[src/hdl/sweb_pkg.sv]
// Shared constants and helpers for the smoothed windowed extremum baseline block.
// Used by the top level; depends on nothing.
`timescale 1ns / 1ps

package sweb_pkg;

  localparam int DATA_W       = 32;
  localparam int GAIN_W       = 17;
  localparam int SEGMENTS_DEF = 16;

  // Configuration port geometry: three registers on a 32-bit port at byte addresses 0, 4 and 8.
  localparam int CFG_AW = 4;
  localparam int CFG_DW = 32;

  // Register indexes, taken from paddr[3:2].
  localparam logic [1:0] REG_GAIN   = 2'd0;
  localparam logic [1:0] REG_PERIOD = 2'd1;
  localparam logic [1:0] REG_MODE   = 2'd2;

  localparam logic [GAIN_W-1:0] GAIN_RST   = GAIN_W'(6554);
  localparam logic [DATA_W-1:0] PERIOD_RST = DATA_W'(60000);

  localparam int IN_TDATA_W  = 2 * DATA_W;
  localparam int OUT_TDATA_W = 3 * DATA_W;
  localparam int OUT_TUSER_W = 3;

  // Extremum rule: mode 0 keeps the minimum, mode 1 the maximum; a wins ties.
  function automatic logic signed [DATA_W-1:0] pick(input logic mode,
                                                    input logic signed [DATA_W-1:0] a,
                                                    input logic signed [DATA_W-1:0] b);
    logic take_b;
    take_b = mode ? (b > a) : (b < a);
    return take_b ? b : a;
  endfunction

endpackage

[src/hdl/smoothed_windowed_extremum_baseline.sv]
// An input word is taken only in the idle state and passes through the multiply, filter and
// fold states to the output state, which registers the result; a word that closes a segment
// first passes the scan state, rebuilding the baseline by reading one ring slot per cycle.
// Reset (rst_n low, synchronous) restores the register defaults, clears the smoother,
// the open segment, the baseline and every slot valid bit; the ring memory itself is
// left as it is and needs no clearing pass.
`timescale 1ns / 1ps

module smoothed_windowed_extremum_baseline #(
  parameter int SEGMENTS = sweb_pkg::SEGMENTS_DEF
) (
  input  logic                             clk,
  input  logic                             rst_n,
  // Input stream.
  input  logic                             in_tvalid,
  output logic                             in_tready,
  input  logic [sweb_pkg::IN_TDATA_W-1:0]  in_tdata,   // sample[31:0], now_ms[63:32]
  // Result stream.
  output logic                             out_tvalid,
  input  logic                             out_tready,
  // smoothed[31:0], segment_extremum[63:32], baseline[95:64]
  output logic [sweb_pkg::OUT_TDATA_W-1:0] out_tdata,
  // segment_extremum_valid[0], baseline_valid[1], segment_closed[2]
  output logic [sweb_pkg::OUT_TUSER_W-1:0] out_tuser,
  // Configuration port.
  input  logic                             cfg_psel,
  input  logic                             cfg_penable,
  input  logic                             cfg_pwrite,
  input  logic [sweb_pkg::CFG_AW-1:0]      cfg_paddr,
  input  logic [sweb_pkg::CFG_DW-1:0]      cfg_pwdata,
  output logic [sweb_pkg::CFG_DW-1:0]      cfg_prdata,
  output logic                             cfg_pready
);

  import sweb_pkg::*;

  localparam int IDX_W = (SEGMENTS > 1) ? $clog2(SEGMENTS) : 1;
  localparam logic [IDX_W-1:0] LAST_IDX = IDX_W'(SEGMENTS - 1);
  localparam int DIFF_W = DATA_W + 1;
  localparam int PROD_W = DIFF_W + GAIN_W + 1;
  localparam int DELTA_W = PROD_W - 16;
  localparam int SUM_W = DELTA_W + 2;

  typedef enum logic [5:0] {
    S_IDLE = 6'b000001,
    S_MUL  = 6'b000010,
    S_FILT = 6'b000100,
    S_FOLD = 6'b001000,
    S_SCAN = 6'b010000,
    S_OUT  = 6'b100000
  } state_t;

  state_t state_r, state_nxt;

  // Configuration registers.
  logic [GAIN_W-1:0] gain_r;
  logic [DATA_W-1:0] period_r;
  logic              mode_r;
  logic              cfg_wr;
  logic [1:0]        cfg_idx;

  // Item and block state.
  logic signed [DATA_W-1:0] x_r, x_nxt;
  logic [DATA_W-1:0]        now_r, now_nxt;
  logic signed [PROD_W-1:0] prod_r, prod_nxt;
  logic signed [DATA_W-1:0] filt_r, filt_nxt;
  logic                     filt_valid_r, filt_valid_nxt;
  logic signed [DATA_W-1:0] open_r, open_nxt;
  logic                     open_valid_r, open_valid_nxt;
  logic signed [DATA_W-1:0] base_r, base_nxt;
  logic                     base_valid_r, base_valid_nxt;
  logic [SEGMENTS-1:0]      ring_valid_r, ring_valid_nxt;
  logic [IDX_W-1:0]         pos_r, pos_nxt;
  logic [DATA_W-1:0]        last_close_r, last_close_nxt;
  logic                     closed_r, closed_nxt;

  // Baseline scan over the ring.
  logic [IDX_W-1:0] scan_idx_r, scan_idx_nxt;
  logic             scan_issue_r, scan_issue_nxt;
  logic [IDX_W-1:0] rd_idx_r, rd_idx_nxt;
  logic             rd_pend_r, rd_pend_nxt;

  // Output register.
  logic                   out_valid_r, out_valid_nxt;
  logic [OUT_TDATA_W-1:0] out_tdata_r, out_tdata_nxt;
  logic [OUT_TUSER_W-1:0] out_tuser_r, out_tuser_nxt;

  // Ring memory ports.
  logic              ram_we;
  logic [IDX_W-1:0]  ram_waddr;
  logic [DATA_W-1:0] ram_wdata;
  logic [IDX_W-1:0]  ram_raddr;
  logic [DATA_W-1:0] ram_rdata;

  // Datapath helpers.
  logic signed [DIFF_W-1:0]  diff;
  logic signed [PROD_W-1:0]  prod_rnd;
  logic signed [DELTA_W-1:0] delta;
  logic signed [SUM_W-1:0]   y_wide;
  logic signed [DATA_W-1:0]  y_sat;
  logic signed [DATA_W-1:0]  ext_new;
  logic [DATA_W-1:0]         elapsed;
  logic                      close;
  logic signed [DATA_W-1:0]  seg_out;

  sweb_ram #(
    .WIDTH(DATA_W),
    .DEPTH(SEGMENTS)
  ) u_ring (
    .clk  (clk),
    .we   (ram_we),
    .waddr(ram_waddr),
    .wdata(ram_wdata),
    .raddr(ram_raddr),
    .rdata(ram_rdata)
  );

  // Configuration port: writes land in the access phase, reads are combinational.
  assign cfg_pready = 1'b1;
  assign cfg_wr     = cfg_psel & cfg_penable & cfg_pwrite & cfg_pready;
  assign cfg_idx    = cfg_paddr[3:2];

  always_comb begin
    case (cfg_idx)
      REG_GAIN:   cfg_prdata = CFG_DW'(gain_r);
      REG_PERIOD: cfg_prdata = period_r;
      REG_MODE:   cfg_prdata = CFG_DW'(mode_r);
      default:    cfg_prdata = '0;
    endcase
  end

  always_ff @(posedge clk) begin
    if (!rst_n) begin
      gain_r   <= GAIN_RST;
      period_r <= PERIOD_RST;
      mode_r   <= 1'b0;
    end else if (cfg_wr) begin
      case (cfg_idx)
        REG_GAIN:   gain_r   <= cfg_pwdata[GAIN_W-1:0];
        REG_PERIOD: period_r <= cfg_pwdata[DATA_W-1:0];
        REG_MODE:   mode_r   <= cfg_pwdata[0];
        default:    ;
      endcase
    end
  end

  // Smoother arithmetic: the product is registered, rounding and saturation follow.
  assign diff     = DIFF_W'(filt_r) - DIFF_W'(x_r);
  assign prod_rnd = prod_r + PROD_W'(32768);
  assign delta    = DELTA_W'(prod_rnd >>> 16);
  assign y_wide   = SUM_W'(filt_r) - SUM_W'(delta);

  always_comb begin
    if (y_wide[SUM_W-1:DATA_W-1] == '0 || y_wide[SUM_W-1:DATA_W-1] == '1) begin
      y_sat = y_wide[DATA_W-1:0];
    end else if (y_wide[SUM_W-1]) begin
      y_sat = {1'b1, {(DATA_W-1){1'b0}}};
    end else begin
      y_sat = {1'b0, {(DATA_W-1){1'b1}}};
    end
  end

  assign ext_new = open_valid_r ? pick(mode_r, open_r, filt_r) : filt_r;
  assign elapsed = now_r - last_close_r;
  assign close   = elapsed > period_r;
  assign seg_out = open_valid_r ? open_r : '0;

  assign in_tready  = (state_r == S_IDLE);
  assign out_tvalid = out_valid_r;
  assign out_tdata  = out_tdata_r;
  assign out_tuser  = out_tuser_r;

  always_comb begin
    state_nxt      = state_r;
    x_nxt          = x_r;
    now_nxt        = now_r;
    prod_nxt       = prod_r;
    filt_nxt       = filt_r;
    filt_valid_nxt = filt_valid_r;
    open_nxt       = open_r;
    open_valid_nxt = open_valid_r;
    base_nxt       = base_r;
    base_valid_nxt = base_valid_r;
    ring_valid_nxt = ring_valid_r;
    pos_nxt        = pos_r;
    last_close_nxt = last_close_r;
    closed_nxt     = closed_r;
    scan_idx_nxt   = scan_idx_r;
    scan_issue_nxt = scan_issue_r;
    rd_idx_nxt     = rd_idx_r;
    rd_pend_nxt    = 1'b0;
    out_tdata_nxt  = out_tdata_r;
    out_tuser_nxt  = out_tuser_r;
    out_valid_nxt  = out_valid_r & ~out_tready;
    ram_we         = 1'b0;
    ram_waddr      = pos_r;
    ram_wdata      = ext_new;
    ram_raddr      = scan_idx_r;

    case (state_r)
      S_IDLE: begin
        if (in_tvalid) begin
          x_nxt     = in_tdata[DATA_W-1:0];
          now_nxt   = in_tdata[2*DATA_W-1:DATA_W];
          state_nxt = S_MUL;
        end
      end
      S_MUL: begin
        prod_nxt  = PROD_W'(diff) * PROD_W'($signed({1'b0, gain_r}));
        state_nxt = S_FILT;
      end
      S_FILT: begin
        filt_nxt       = filt_valid_r ? y_sat : x_r;
        filt_valid_nxt = 1'b1;
        state_nxt      = S_FOLD;
      end
      S_FOLD: begin
        closed_nxt = close;
        if (close) begin
          // The open extremum, updated with this sample, goes into the ring; the baseline is rebuilt from scratch.
          ram_we                = 1'b1;
          ring_valid_nxt[pos_r] = 1'b1;
          pos_nxt               = (pos_r == LAST_IDX) ? '0 : pos_r + 1'b1;
          last_close_nxt        = now_r;
          open_nxt              = '0;
          open_valid_nxt        = 1'b0;
          base_nxt              = '0;
          base_valid_nxt        = 1'b0;
          scan_idx_nxt          = '0;
          scan_issue_nxt        = 1'b1;
          state_nxt             = S_SCAN;
        end else begin
          open_nxt       = ext_new;
          open_valid_nxt = 1'b1;
          state_nxt      = S_OUT;
        end
      end
      S_SCAN: begin
        if (scan_issue_r) begin
          rd_pend_nxt    = 1'b1;
          rd_idx_nxt     = scan_idx_r;
          scan_issue_nxt = (scan_idx_r != LAST_IDX);
          scan_idx_nxt   = scan_idx_r + 1'b1;
        end
        if (rd_pend_r) begin
          if (ring_valid_r[rd_idx_r]) begin
            base_nxt       = base_valid_r ? pick(mode_r, base_r, ram_rdata) : ram_rdata;
            base_valid_nxt = 1'b1;
          end
          if (rd_idx_r == LAST_IDX) begin
            state_nxt = S_OUT;
          end
        end
      end
      S_OUT: begin
        if (!out_valid_r || out_tready) begin
          out_valid_nxt = 1'b1;
          out_tdata_nxt = {base_valid_r ? base_r : seg_out, seg_out, filt_r};
          out_tuser_nxt = {closed_r, base_valid_r | open_valid_r, open_valid_r};
          state_nxt     = S_IDLE;
        end
      end
      default: begin
        state_nxt = S_IDLE;
      end
    endcase
  end

  always_ff @(posedge clk) begin
    if (!rst_n) begin
      state_r      <= S_IDLE;
      filt_r       <= '0;
      filt_valid_r <= 1'b0;
      open_r       <= '0;
      open_valid_r <= 1'b0;
      base_r       <= '0;
      base_valid_r <= 1'b0;
      ring_valid_r <= '0;
      pos_r        <= '0;
      last_close_r <= '0;
      closed_r     <= 1'b0;
      scan_issue_r <= 1'b0;
      rd_pend_r    <= 1'b0;
      out_valid_r  <= 1'b0;
    end else begin
      state_r      <= state_nxt;
      filt_r       <= filt_nxt;
      filt_valid_r <= filt_valid_nxt;
      open_r       <= open_nxt;
      open_valid_r <= open_valid_nxt;
      base_r       <= base_nxt;
      base_valid_r <= base_valid_nxt;
      ring_valid_r <= ring_valid_nxt;
      pos_r        <= pos_nxt;
      last_close_r <= last_close_nxt;
      closed_r     <= closed_nxt;
      scan_issue_r <= scan_issue_nxt;
      rd_pend_r    <= rd_pend_nxt;
      out_valid_r  <= out_valid_nxt;
    end
  end

  always_ff @(posedge clk) begin
    x_r         <= x_nxt;
    now_r       <= now_nxt;
    prod_r      <= prod_nxt;
    scan_idx_r  <= scan_idx_nxt;
    rd_idx_r    <= rd_idx_nxt;
    out_tdata_r <= out_tdata_nxt;
    out_tuser_r <= out_tuser_nxt;
  end

  // A result held back by the sink keeps the block waiting in the output state.
  a_out_hold: assert property (@(posedge clk) disable iff (!rst_n)
    (state_r == S_OUT && out_valid_r && !out_tready) |=> (state_r == S_OUT))
    else $error("result word overwritten while still pending");

  // A segment close always starts a ring scan.
  a_close_scan: assert property (@(posedge clk) disable iff (!rst_n)
    (state_r == S_FOLD && close) |=> (state_r == S_SCAN && ring_valid_r != '0))
    else $error("segment close did not start the baseline scan");

  // At the end of a scan at least the freshly written slot has set the baseline.
  a_scan_base: assert property (@(posedge clk) disable iff (!rst_n)
    (state_r == S_SCAN && rd_pend_r && rd_idx_r == LAST_IDX) |=> base_valid_r)
    else $error("baseline invalid after ring scan");

  // No input word is taken while an item is in flight.
  a_one_item: assert property (@(posedge clk) disable iff (!rst_n)
    (in_tvalid && in_tready) |=> (state_r == S_MUL && !in_tready))
    else $error("input accepted outside idle");

endmodule

[src/hdl/sweb_ram.sv]
// Generic single-write, single-read synchronous RAM with a registered read port.
// Stand-alone; holds the closed segment values of the ring.
`timescale 1ns / 1ps

module sweb_ram #(
  parameter int WIDTH = 32,
  parameter int DEPTH = 16
) (
  input  logic                                    clk,
  input  logic                                    we,
  input  logic [((DEPTH > 1) ? $clog2(DEPTH) : 1)-1:0] waddr,
  input  logic [WIDTH-1:0]                        wdata,
  input  logic [((DEPTH > 1) ? $clog2(DEPTH) : 1)-1:0] raddr,
  output logic [WIDTH-1:0]                        rdata
);

  logic [WIDTH-1:0] mem [DEPTH];
  logic [WIDTH-1:0] rdata_r;

  always_ff @(posedge clk) begin
    if (we) begin
      mem[waddr] <= wdata;
    end
    rdata_r <= mem[raddr];
  end

  assign rdata = rdata_r;

endmodule
[config.mk]
export PLATFORM = sky130hd
export DESIGN_NAME = smoothed_windowed_extremum_baseline
export DESIGN_NICKNAME = d
export VERILOG_FILES = /design/src/hdl/sweb_pkg.sv /design/src/hdl/smoothed_windowed_extremum_baseline.sv /design/src/hdl/sweb_ram.sv
export SDC_FILE = /design/constraint.sdc
export NUM_CORES = 2
export LEC_CHECK = 0
export BUFFER_PORTS_ARGS = -buffer_cell sky130_fd_sc_hd__buf_2
export CAP_MARGIN = 20
export CORE_ASPECT_RATIO = 0.6
export CORE_UTILIZATION = 45
export DETAILED_ROUTE_END_ITERATION = 16
export PLACE_DENSITY = 0.64
export SLEW_MARGIN = 40
export SYNTH_ARGS = -nofsm -noshare
export SYNTH_HDL_FRONTEND = slang
export SYNTH_SLANG_ARGS = --single-unit
[constraint.sdc]
create_clock -name clk -period 18.31 [get_ports clk]
set_clock_uncertainty 0.15 [all_clocks]
set_input_delay 3.662 -clock clk [delete_from_list [all_inputs] [get_ports clk]]
set_output_delay 3.662 -clock clk [all_outputs]
set_load 0.05 [all_outputs]
==> flow_summary_export.csv <==
group,metric,value,unit
placed_design,numPortBuffers,237,
global_routing,antenna_found_initial,8,
hold_path,min_path_type,"reg2reg",
hold_path,hold_depth,0,
clock_network,numCtsBuffers,91,
clock_network,post_cts_buffers,0,
timing,setup_violations,0,
drt,remaining_drc_errors,0,
global_routing,grtUsageTotal,24.36,%
timing,post-route-period-util,61.20,%
yosys,post-synth-top-area-cell,"edfxtp_1",
drt,drtPass1Iterations,5,
power,leakage,29.10,nW
clock_network,clk_pin_slew_worst_paths,0.07,ns
setup_path,r2r_end,"prod_r[50]",
drt,drt_iter0_drc,3634,
setup_path,arrival,11.50,ns
timing,layout_setup_ws,7.104,ns
clock_network,htreeDepth,3,
layout,final_cell_mix,"inv_1 (797), edfxtp_1 (719), nand2_1 (612)",
placed_design,dp_slack,7.286,ns
setup_path,r2r_slack,7.10,ns
setup_path,crit_type,"reg2reg",
setup_path,slowest_stage,"a221oi_2",
yosys,synth_seq_cells,962,
setup_path,required,18.60,ns
drt,final_antenna_net_count,0,
setup_path,r2r_cells,34,
die,die_h,291.6,um
die,core,137700,um2
layout,syn2layout_area_growth,10.61,%
power,p_per_area,175.8,nW/um2
drt,wl_per_cell,22.70,um
die,std_cell_rows,105,
setup_path,end_kind,"flip-flop",
layout,largest_register,"u_ring.mem",
die,dieArea,141300,um2
die,io_pins,241,
yosys,synthTopCellsByArea,"edfxtp_1 (34%), fa_1 (17%), dfxtp_1 (7.7%), ha_1 (6.3%), mux4_2 (5.9%)",
yosys,syn_area,62890,um2
placed_design,gp_congestion,0.8820,
die,die_x,484.6,um
global_routing,grt_max_degree,123,
clock_network,clock_sinks,962,
placed_design,post-dp-hpwl,119100,um
yosys,synth_cells,5391,
drt,post_drt_via_cell_ratio,5.541,
setup_path,worstPathMaxFanout,17,
layout,largest_reg_flops,512,
layout,finalNetCount,6534,
timing,relSlewSlack,39.25,%
clock_network,clockRootBuffer,"clkbuf_16",
hold_path,hold-path-endpoint,"out_tuser[2]",
clock_network,clk_latency,0.70,ns
yosys,ys_warn_count,0,
global_routing,grt_pass1_vias,42250,
timing,fmax,0.08924,GHz
drt,num_vias,41440,
setup_path,crit_path_start_kind,"flip-flop",
timing,drv_slew,0,
timing,fin_tns_setup,0,ns
global_routing,grt_pass1_wl,259300,um
yosys,synthArstFlopShare,0,%
drt,totalWireLength,169800,um
clock_network,cts_tree,"yes",
layout,layout-drive-gt1-share,13.87,%
clock_network,cts-hold-fix-buffers,0,
layout,final_common_cell,"inv_1",
hold_path,hp-start,"closed_r",
global_routing,grt_overflow,0,
yosys,syn_avg_cell_area,11.67,um2
power,irDropWorstVdd,0.2929,mV
timing,fin_crit,11.21,ns
layout,final_cells,7479,
yosys,synth_cell_types,82,
yosys,ys_seq_area_share,42.07,%
timing,worst_slew_pin_slew,0.9030,ns
yosys,synth_ff_type,"edfxtp_1",
yosys,synth_edf_count,719,
die,initial_utilization,45.68,%
placed_design,place_inst,7298,
flow_run,cap_violations,0,
setup_path,r2r_start,"filt_r[0]",
yosys,syn-num-nets,6352,
clock_network,cts_resized,0,
status,status,"finished, final reports clean",
yosys,yosysTopAreaCellShare,34.33,%
setup_path,crit_path_max_incr_delay,0.69,ns
timing,rsz0062_at_grt,"no",
timing,hold_viol,0,
clock_network,cts_max_path_buffers,3,
[cell type report]
type                       count  area [um2]
inverter                     797        2992
clock inverter                53       563.0
tap                         1819        2276
sequential                   962       26470
multi-input combinational   3393       32790
clock buffer                 119        2474
timing repair buffer         328        1977
antenna                        8       20.02
fill                       11960       68120
[worst max-delay path by stage]
stage                            end  slack (ns)      start
after floorplan           prod_r[41]        9.08  filt_r[0]
after global placement    prod_r[50]        7.13  filt_r[0]
after detailed placement  prod_r[50]        7.29  filt_r[0]
after CTS                 prod_r[50]        7.26  filt_r[0]
after global routing      prod_r[50]        6.53  filt_r[0]
final                     prod_r[50]        7.10  filt_r[0]
[kinds of logic after synthesis]
group	count (synthesis)	synth area share, %
xor+xnor	161	2.242
compound gates	667	7.134
other cells	1	0.005963
fa+ha+maj	854	23.40
simple gates	1425	10.95
mux	285	7.946
flops	962	42.07
buf+inv	1036	6.259
[metal layers]
layer	wire length (um)	global-route usage, %	vias up
li1	-	-	18600
met1	78070	36.89	20900
met2	71420	35.15	1721
met3	16270	5.421	211
met4	4003	6.335	4
met5	24	0	-
[critical path, delay by kind of cell, from the launching register on]
kind / cells / cell delay, ns
AOI/OAI and AO/OA: 11 / 3.71
xor gates and xnor gates: 2 / 0.71
adders and majority gates: 9 / 3.77
buffers and inverters: 6 / 0.46
DFF: 1 / 0.34
and+or+nand+nor: 6 / 1.81
[power breakdown]
part           internal, W  switching (W)  total (W)
clock              0.00107       0.000860    0.00193
combinational      0.00320        0.00424    0.00744
sequential         0.00279      0.0000703    0.00286
[Yosys cell counts (all sizes together) (79+ instances only)]
cell    instances
a21oi         167
inv           797
o21ai         107
nor2          171
a21o           79
and2          281
mux4          165
fa            537
clkbuf        203
xnor2         101
edfxtp        719
nand3          84
ha            317
dfxtp         243
nand2         612
[through the flow]
stage / hold WS (ns) / instance area (um2) / total power, W / util (%)
after global placement: 0.2722 / 66290 / 0.01015 / 48.15
after CTS: 0.2862 / 69500 / 0.01226 / 50.48
final: 0.2857 / 69570 / 0.01223 / 50.53
after global routing: 0.2896 / 69550 / 0.01338 / 50.51
after floorplan: 0.2586 / 62890 / 0.008529 / -
after detailed placement: 0.2825 / 66470 / 0.01029 / 48.28
No activity file was read; power rests on OpenSTA's default activity.
